[src/rtl/frame_mean_change_detector_unit_assert.svh]
// assertion macros for the frame mean change detector
// used by frame_mean_change_detector_unit; expects clk_i and rst_ni in scope
`ifndef FRAME_MEAN_CHANGE_DETECTOR_UNIT_ASSERT_SVH
`define FRAME_MEAN_CHANGE_DETECTOR_UNIT_ASSERT_SVH

// checked property, off while reset is asserted
`define FMCD_ASSERT(lbl, prop, msg) \
  lbl: assert property (@(posedge clk_i) disable iff (!rst_ni) (prop)) else $error(msg);

// checked property, also during reset
`define FMCD_ASSERT_ALWAYS(lbl, prop, msg) \
  lbl: assert property (@(posedge clk_i) (prop)) else $error(msg);

`endif

[src/rtl/fmcd_pkg.sv]
// shared types and constants for the frame mean change detector
// no dependencies
`timescale 1ns / 1ps

package fmcd_pkg;

  // width of the per-frame pixel index counter
  localparam int unsigned IdxW    = 16;
  localparam int unsigned PixW    = 8;
  localparam int unsigned ThrW    = 8;
  localparam int unsigned AvgW    = 16;
  localparam int unsigned CfgDataW = 16;
  localparam int unsigned CfgIdxW = 1;
  // common width for comparing the index against the averaging limit
  localparam int unsigned CmpW    = (IdxW > AvgW) ? IdxW : AvgW;
  localparam int unsigned CntW    = $clog2(PixW);

  localparam logic [IdxW-1:0] IdxMax = {IdxW{1'b1}};

  // reset values of the configuration registers
  localparam logic [ThrW-1:0] ThrReset = ThrW'(10);
  localparam logic [AvgW-1:0] AvgReset = AvgW'(9600);

  // configuration register indexes
  typedef enum logic [CfgIdxW-1:0] {
    CFG_CHANGE_THRESHOLD = 1'b0,
    CFG_AVERAGED_PIXELS  = 1'b1
  } cfg_idx_e;

  typedef struct packed {
    logic [PixW-1:0] pixel;
    logic            end_of_frame;
  } in_item_t;

  typedef struct packed {
    logic [PixW-1:0] frame_mean;
    logic            motion_detected;
  } out_item_t;

  // sequencer states, one-hot
  typedef enum logic [2:0] {
    ST_IDLE   = 3'b001,
    ST_DIVIDE = 3'b010,
    ST_FINISH = 3'b100
  } state_e;

endpackage

[src/rtl/frame_mean_change_detector_unit.sv]
// frame mean change detector: running frame mean and motion flag
// depends on fmcd_pkg and frame_mean_change_detector_unit_assert.svh
`timescale 1ns / 1ps

// Takes one 8-bit grayscale pixel per item with an end-of-frame mark and keeps
// a running mean of the leading averaged_pixels pixels of each frame. On the
// end-of-frame pixel it delivers the mean and a flag that is set when the mean
// moved by more than change_threshold since the previous frame. A pixel that
// updates the mean is accepted and then passes through a shared restoring
// divider that produces one quotient bit per cycle of (pixel - mean) / index.
// The first pixel of a frame and pixels past the averaging limit skip the
// divider. An end-of-frame pixel then waits in the finish state, which loads
// the result register once any earlier result has been taken. The input is
// not ready while an item is in the divider or waiting to finish.
module frame_mean_change_detector_unit
  import fmcd_pkg::*;
(
  input  logic                clk_i,
  input  logic                rst_ni,
  // configuration write port
  input  logic                cfg_we_i,
  input  logic [CfgIdxW-1:0]  cfg_idx_i,
  input  logic [CfgDataW-1:0] cfg_data_i,
  // pixel items
  input  logic                in_valid_i,
  output logic                in_ready_o,
  input  in_item_t            in_item_i,
  // frame results
  output logic                out_valid_o,
  input  logic                out_ready_i,
  output out_item_t           out_item_o
);

  `include "frame_mean_change_detector_unit_assert.svh"

  state_e            state_q, state_d;
  logic [ThrW-1:0]   thr_q;
  logic [AvgW-1:0]   avg_q;
  logic [PixW-1:0]   mean_q, mean_d;
  logic [PixW-1:0]   prev_q;
  logic [IdxW-1:0]   idx_q, idx_d;
  logic              eof_q, eof_d;
  logic              neg_q, neg_d;
  logic [IdxW-1:0]   div_q, div_d;
  logic [PixW-1:0]   rem_q, rem_d;
  logic [PixW-1:0]   quo_q, quo_d;
  logic [CntW-1:0]   cnt_q, cnt_d;
  logic              out_valid_q;
  out_item_t         out_item_q;

  logic              in_acc;
  logic              averaging;
  logic              out_free;
  logic [PixW:0]     trial;
  logic              fits;
  logic [PixW-1:0]   quo_fin;
  logic [PixW-1:0]   diff_abs;

  assign in_ready_o  = (state_q == ST_IDLE);
  assign in_acc      = in_valid_i && in_ready_o;
  assign out_valid_o = out_valid_q;
  assign out_item_o  = out_item_q;
  assign out_free    = !out_valid_q || out_ready_i;

  // pixel still inside the averaged window
  assign averaging = (CmpW'(idx_q) < CmpW'(avg_q)) && (idx_q != IdxMax);

  // one restoring divider step
  assign trial   = {rem_q, quo_q[PixW-1]};
  assign fits    = (IdxW'(trial) >= div_q);
  assign quo_fin = {quo_q[PixW-2:0], fits};

  // absolute change of the mean between frames
  assign diff_abs = (mean_q >= prev_q) ? (mean_q - prev_q) : (prev_q - mean_q);

  // configuration registers
  always_ff @(posedge clk_i or negedge rst_ni) begin
    if (!rst_ni) begin
      thr_q <= ThrReset;
      avg_q <= AvgReset;
    end else if (cfg_we_i) begin
      case (cfg_idx_e'(cfg_idx_i))
        CFG_CHANGE_THRESHOLD: thr_q <= cfg_data_i[ThrW-1:0];
        CFG_AVERAGED_PIXELS:  avg_q <= cfg_data_i[AvgW-1:0];
        default: ;
      endcase
    end
  end

  // sequencer and datapath next state
  always_comb begin
    state_d = state_q;
    mean_d  = mean_q;
    idx_d   = idx_q;
    eof_d   = eof_q;
    neg_d   = neg_q;
    div_d   = div_q;
    rem_d   = rem_q;
    quo_d   = quo_q;
    cnt_d   = cnt_q;
    case (state_q)
      ST_IDLE: begin
        if (in_acc) begin
          eof_d = in_item_i.end_of_frame;
          if (idx_q != IdxMax) begin
            idx_d = idx_q + IdxW'(1);
          end
          if (idx_q == '0) begin
            mean_d  = in_item_i.pixel;
            state_d = in_item_i.end_of_frame ? ST_FINISH : ST_IDLE;
          end else if (averaging) begin
            // start dividing the magnitude of pixel - mean by the index
            neg_d   = in_item_i.pixel < mean_q;
            quo_d   = neg_d ? (mean_q - in_item_i.pixel) : (in_item_i.pixel - mean_q);
            rem_d   = '0;
            div_d   = idx_q;
            cnt_d   = '0;
            state_d = ST_DIVIDE;
          end else begin
            state_d = in_item_i.end_of_frame ? ST_FINISH : ST_IDLE;
          end
        end
      end
      ST_DIVIDE: begin
        rem_d = fits ? PixW'(IdxW'(trial) - div_q) : trial[PixW-1:0];
        quo_d = quo_fin;
        cnt_d = cnt_q + CntW'(1);
        if (cnt_q == CntW'(PixW - 1)) begin
          // quotient complete, apply truncated step to the mean
          mean_d  = neg_q ? (mean_q - quo_fin) : (mean_q + quo_fin);
          state_d = eof_q ? ST_FINISH : ST_IDLE;
        end
      end
      ST_FINISH: begin
        if (out_free) begin
          idx_d   = '0;
          state_d = ST_IDLE;
        end
      end
      default: state_d = ST_IDLE;
    endcase
  end

  // control registers
  always_ff @(posedge clk_i or negedge rst_ni) begin
    if (!rst_ni) begin
      state_q <= ST_IDLE;
      idx_q   <= '0;
      mean_q  <= '0;
      prev_q  <= '0;
      cnt_q   <= '0;
    end else begin
      state_q <= state_d;
      idx_q   <= idx_d;
      mean_q  <= mean_d;
      cnt_q   <= cnt_d;
      if (state_q == ST_FINISH && out_free) begin
        prev_q <= mean_q;
      end
    end
  end

  // divider payload registers
  always_ff @(posedge clk_i) begin
    eof_q <= eof_d;
    neg_q <= neg_d;
    div_q <= div_d;
    rem_q <= rem_d;
    quo_q <= quo_d;
  end

  // result register
  always_ff @(posedge clk_i or negedge rst_ni) begin
    if (!rst_ni) begin
      out_valid_q <= 1'b0;
    end else if (state_q == ST_FINISH && out_free) begin
      out_valid_q <= 1'b1;
    end else if (out_ready_i) begin
      out_valid_q <= 1'b0;
    end
  end

  always_ff @(posedge clk_i) begin
    if (state_q == ST_FINISH && out_free) begin
      out_item_q.frame_mean      <= mean_q;
      out_item_q.motion_detected <= diff_abs > thr_q;
    end
  end

  // checks
  `FMCD_ASSERT(a_div_nonzero, (state_q == ST_DIVIDE) |-> (div_q != '0), "divider by zero")
  `FMCD_ASSERT(a_rem_below, (state_q == ST_DIVIDE) |-> (IdxW'(rem_q) < div_q), "remainder too large")
  `FMCD_ASSERT(a_div_ends, (state_q == ST_DIVIDE && cnt_q == CntW'(PixW - 1)) |=> (state_q == ST_IDLE || state_q == ST_FINISH), "divide did not end")
  `FMCD_ASSERT(a_finish_out, (state_q == ST_FINISH && out_free) |=> (out_valid_o && idx_q == '0), "frame end lost")

endmodule
[config.mk]
export PLATFORM = sky130hd
export DESIGN_NAME = frame_mean_change_detector_unit
export DESIGN_NICKNAME = d
export VERILOG_FILES = /design/src/rtl/fmcd_pkg.sv /design/src/rtl/frame_mean_change_detector_unit.sv
export VERILOG_INCLUDE_DIRS = /design/src /design/src/rtl
export SDC_FILE = /design/constraint.sdc
export NUM_CORES = 1
export LEC_CHECK = 0
export ABC_AREA = 0
export BUFFER_PORTS_ARGS = -buffer_cell sky130_fd_sc_hd__buf_2
export CAP_MARGIN = 20
export CORE_MARGIN = 1
export CORE_UTILIZATION = 53
export DETAILED_ROUTE_END_ITERATION = 16
export GPL_TIMING_DRIVEN = 0
export PLACE_DENSITY = 0.7
export SYNTH_ARGS = -nofsm -noshare
export SYNTH_HDL_FRONTEND = slang
export SYNTH_SLANG_ARGS = --single-unit
export TNS_END_PERCENT = 10
[constraint.sdc]
create_clock -name clk_i -period 9.1 [get_ports clk_i]
set_input_delay 0.455 -clock clk_i [delete_from_list [all_inputs] [get_ports clk_i]]
set_output_delay 0.455 -clock clk_i [all_outputs]
set_load 0.02 [all_outputs]
# After elaboration in Yosys (flattened, before gate mapping)
# Cells that the tools add are included.
# op_classes
eq_ne	12
n_mux	34
bitwise	2
n_lt_le_gt_ge	5
n_addsub	9
reduce_logical	17
# op_table
operator	count
$mux 8	13
$mux 16	3
$pmux 8 s2	3
$sub 8x8->8	6
$pmux 16 s2	1
$mux 3	10
$add 16x1->16 const B	1
$ge 9x16->1	1
$logic_not 16->1	1
$lt 16x16->1	1
$ne 16x16->1 const B	1
$reduce_and 4->1	4
$pmux 3 s3	1
$add 8x8->8	1
$ge 8x8->1	1
$gt 8x8->1	1
$lt 8x8->1	1
$ne 2x1->1 const B	4
$eq 3x3->1 const B	2
$ne 2x2->1 const B	3
$pmux 3 s2	1
$reduce_and 2->1	3
$reduce_bool 2->1	3
$add 3x1->3 const B	1
other kinds (8)	12
# word_totals
output_inout_bits	11
input_bits	31
register_bits	106

# Logic depth before layout (Yosys ltp)
# depth
ltp_word	6
ltp_mapped	19
ltp_nobuf	19

# Worst setup path before layout
# No wires, ideal clock.
# synth_path
path_type	flip-flop to flip-flop
startpoint	register div_q[0]
endpoint	register mean_q[6]
setup_slack_ns	5.428
setup_ns	0.132
stages_incl_launch_ff	18
t_required_ns	8.968
synth_period_minus_slack_ns	3.672
t_arrival_ns	3.540
n_path_buf	1
path_cell_list	edfxtp_1 > ha_1 > fa_1 > nand2b_1 > a21oi_1 > o41ai_1 > a21oi_1 > buf_2 > ha_1 > inv_1 > fa_1 > a21o_1 > a21oi_1 > o21bai_1 > a21oi_1 > xnor2_1 > a211oi_1 > a21oi_1
# synth_between
elab_chain_len	5
word_cells_on_any_way	6
cone_classes	2 x add/sub; 1 x order compare; 3 x mux
# synth_rtl
element	line	text
start: declaration	frame_mean_change_detector_unit.sv:44	logic [IdxW-1:0] div_q, div_d;
start signal: assignment	frame_mean_change_detector_unit.sv:167	div_q <= div_d;
$ge 9x16->1 (*)	frame_mean_change_detector_unit.sv:70	assign fits = (IdxW'(trial) >= div_q);
$add 8x8->8 or $sub 8x8->8 (tied branches)	frame_mean_change_detector_unit.sv:130	mean_d = neg_q ? (mean_q - quo_fin) : (mean_q + quo_fin);
$mux 8 (*)	frame_mean_change_detector_unit.sv:130	
$mux 8 (*)	frame_mean_change_detector_unit.sv:128	if (cnt_q == CntW'(PixW - 1)) begin
$pmux 8 s2 (*)	frame_mean_change_detector_unit.sv:101	case (state_q)
end signal: assignment	frame_mean_change_detector_unit.sv:155	mean_q <= mean_d;
end: declaration	frame_mean_change_detector_unit.sv:39	logic [PixW-1:0] mean_q, mean_d;
# Mark *: on every way between the ends. The rest lies on a longest branch, timed or not. The select of a mux whose other input is x is not followed.
# A chain may end at the register's enable or synchronous reset.

# Worst setup path in the final report
# layout_path
startpoint	register div_q[0]
endpoint	register mean_q[5]
# The elaborated chain is that of the path after synthesis.

==> results.sh <==
export IMPL_status="completed"
export IMPL_finalSetupViolations=0
export IMPL_grt_ovfl_total=0
export IMPL_r2r_end="mean_q[5]$_DFFE_PN0P_"
export IMPL_drc=0
export IMPL_fp_dieArea_sq_mm=0.01370
export IMPL_cts_repair_resized=0
export IMPL_root_buffer="clkbuf_16"
export IMPL_synth_seq_area_share_pct=41.01
export IMPL_cts_hold_buffers_added=0
export IMPL_post_cts_buffers=0
export IMPL_synthToLayoutAreaGrowth_pct=10.83
export IMPL_min_path_type="in2async"
export IMPL_ys_ff_latch=106
export IMPL_ff2ff_path_depth=16
export IMPL_r2r_start="div_q[0]$_DFFE_PP_"
export IMPL_cts_tree="yes"
export IMPL_reg2reg_slack_ps=4740
export IMPL_drtIter0Drc=352
export IMPL_layout_nets=875
export IMPL_clk_pin_slew_ps=70
export IMPL_synth_fp_nets=822
export IMPL_p_per_area_mw_per_mm2=364.9
export IMPL_grt_pass1_wl_microns=25650
export IMPL_place_hpwl_microns=11970
export IMPL_avgSynthCellArea_sq_um=9.865
export IMPL_antenna_found_initial=0
export IMPL_avgRoutedWirePerCell_microns=16.24
export IMPL_synth_async_sr_flop_share_pct=59.43
export IMPL_end_kind="flip-flop"
export IMPL_max_cap_viol_count=0
export IMPL_io_buffer_count=41
export IMPL_slew_headroom_pct=34.18
export IMPL_nFillCells=1076
export IMPL_power_leakage_nw=3.472
export IMPL_period_minus_slack_ps=4362
export IMPL_vias_per_cell=5.575
export IMPL_path_max_fanout=4
export IMPL_synth_edf_count=43
export IMPL_ys_flop_type="dfrtp_1"
export IMPL_worst_slew_pin_slew_ps=987.3
export IMPL_h_tree_depth=3
export IMPL_clock_fmax_ghz=0.2292
export IMPL_num_vias=5246
export IMPL_syn_area_sq_mm=0.007014
export IMPL_finalCritPeriodShare_pct=47.94
export IMPL_clkSinkCount=106
export IMPL_diodes=0
export IMPL_cp_required_ps=9330
export IMPL_first_global_vias=5226
export IMPL_hold_viol=0
export IMPL_cp_arrival_ps=4590
export IMPL_rows=41
export IMPL_dr_pass1_iters=4
export IMPL_coreArea_sq_mm=0.01277
export IMPL_clockBufferDepth=2
export IMPL_finClkSkew_ps=8.605
export IMPL_syn_inst=711
export IMPL_grt_total_usage_pct=24.60
export IMPL_ys_types=71
export IMPL_cts_buffers=9
export IMPL_dieWidth_microns=117.0
export IMPL_fin_util_pct=60.86
export IMPL_path_class="reg2reg"
export IMPL_cp_start_kind="flip-flop"
export IMPL_peakVddDrop_uv=275.1
export IMPL_clock_latency_ps=360
export IMPL_maxSlewViolCount=0
export IMPL_pin_count=42
export IMPL_routabilityCongestion=0.8334
export IMPL_yosysWarnings=0
export IMPL_rsz0062_at_grt="no"
export IMPL_drive_gt1_share_pct=13.52
export IMPL_wirelength_microns=15290
export IMPL_drtAntennaViolNets=0
export IMPL_grt_start_max_net_pins=41
export IMPL_die_height_microns=117.0
export IMPL_start_util_pct=54.91
export IMPL_tns_ps=0
==> synthesized netlist by cell type, types with 3 or more instances <==
| cell type | instances | area, sq um |
|---|---|---|
| inv_1 | 76 | 285.3 |
| ha_1 | 74 | 925.9 |
| nor2_1 | 58 | 217.7 |
| dfrtp_1 | 56 | 1401 |
| nand2_1 | 54 | 202.7 |
| edfxtp_1 | 43 | 1291 |
| o21ai_0 | 43 | 215.2 |
| a21oi_1 | 34 | 170.2 |
| xnor2_1 | 29 | 254.0 |
| mux2_2 | 19 | 214.0 |
| mux2i_1 | 16 | 160.2 |
| nor3_1 | 16 | 80.08 |
| clkbuf_1 | 13 | 48.80 |
| nand3_1 | 13 | 65.06 |
| nor4_1 | 12 | 75.07 |
| a21o_1 | 11 | 82.58 |
| nor2b_1 | 11 | 68.82 |
| nand4_1 | 10 | 62.56 |
| xor2_1 | 10 | 87.58 |
| a211oi_1 | 7 | 52.55 |
| dfstp_2 | 7 | 183.9 |
| nand2b_1 | 7 | 43.79 |
| o211ai_1 | 7 | 52.55 |
| o21a_1 | 7 | 52.55 |
| fa_1 | 6 | 120.1 |
| a21boi_0 | 4 | 30.03 |
| and4_1 | 4 | 35.03 |
| a311oi_1 | 3 | 26.28 |
| a31oi_1 | 3 | 18.77 |
| o21bai_1 | 3 | 22.52 |
| o41ai_1 | 3 | 26.28 |
| or3_1 | 3 | 18.77 |
==> stage by stage <==
step / area [sq um] / hold WS [ps] / power, mW / setup WS (ps) / cells
finish: 7774 / 86.79 / 2.837 / 4738 / 941
global placement: 7435 / 492.2 / 2.338 / 4888 / 924
floorplan: 7014 / 159.4 / 2.048 / 5428 / 711
detailed placement: 7455 / 477.4 / 2.418 / 4764 / 925
CTS: 7774 / 85.42 / 2.846 / 4729 / 941
global route: 7774 / 112.8 / 3.103 / 4441 / 941
==> placed cells by master (no fill, tap or decap), drive strengths merged, types with 17 or more instances in the layout <==
cell type / instances
mux2: 19
o21ai: 45
nor2: 58
ha: 74
buf: 45
nand2: 54
xnor2: 29
clkbuf: 24
dfrtp: 56
inv: 83
a21oi: 36
edfxtp: 43
nor3: 17
==> final cells by class <==
type	count	area, sq um	share of cell area (%)
clock inverters	5	43.79	0.5633
inverters	78	292.8	3.766
multi-input cells	510	3766	48.45
repair buffers	42	225.2	2.897
well taps	172	215.2	2.768
plain buffers	17	78.83	1.014
flip-flops and latches	106	2877	37.00
clock buffers	11	275.3	3.541
==> flip-flops by register name, summed over array words and instances, names as in the netlist, 3 cells and up <==
signal	flops
cnt_q	3
mean_q	8
avg_q	16
rem_q	8
state_q	3
prev_q	8
thr_q	8
div_q	16
quo_q	8
out_item_o	9
idx_q	16
==> worst max-delay path, stage by stage (launching register included) <==
cell	delay, ps
edfxtp_1	380
ha_1	240
fa_1	420
nand2b_1	160
a21oi_1	280
o41ai_1	170
a21oi_1	350
inv_1	110
ha_1	290
mux2i_1	330
ha_1	310
nor2b_1	130
o21ai_0	220
a21oi_1	140
or3_1	320
a311oi_1	320
a21oi_1	70
==> routing by layer <==
layer | global-route usage [%] | share of wire (%)
met3 | 4.840 | 3.6
met1 | 32.54 | 47
met2 | 41.54 | 48
met4 | 6.329 | 1.3
met5 | 0 | 0
==> worst max path at each step <==
stage | slack, ps | from | endpoint
6_report | 4740 | div_q[0]$_DFFE_PP_ | mean_q[5]$_DFFE_PN0P_
5_1_grt | 4440 | div_q[0]$_DFFE_PP_ | mean_q[7]$_DFFE_PN0P_
4_1_cts | 4730 | div_q[0]$_DFFE_PP_ | mean_q[7]$_DFFE_PN0P_
3_5_place_dp | 4760 | div_q[0]$_DFFE_PP_ | mean_q[7]$_DFFE_PN0P_
3_3_place_gp | 4890 | div_q[0]$_DFFE_PP_ | mean_q[7]$_DFFE_PN0P_
2_1_floorplan | 5430 | div_q[0]$_DFFE_PP_ | mean_q[6]$_DFFE_PN0P_
==> cell families (layout without fill, tap and decap cells) <==
| logic type | Yosys count | after routing | share of synthesized area [%] |
|---|---|---|---|
| AOI/OAI and AO/OA | 149 | 149 | 14.02 |
| xor gates and xnor gates | 39 | 39 | 4.870 |
| adders and majority gates | 80 | 80 | 14.91 |
| buffers and inverters | 95 | 153 | 5.298 |
| DFF | 106 | 106 | 41.01 |
| muxes | 35 | 35 | 5.334 |
| and+or+nand+nor | 207 | 207 | 14.56 |
==> where the power goes <==
| part | leakage, nW | total [mW] | switching [mW] | internal [mW] |
|---|---|---|---|---|
| logic | 2.13 | 1.62 | 0.910 | 0.709 |
| registers | 1.18 | 0.805 | 0.126 | 0.678 |
| clock network | 0.160 | 0.412 | 0.188 | 0.224 |
(Power assumes the default switching activity.)
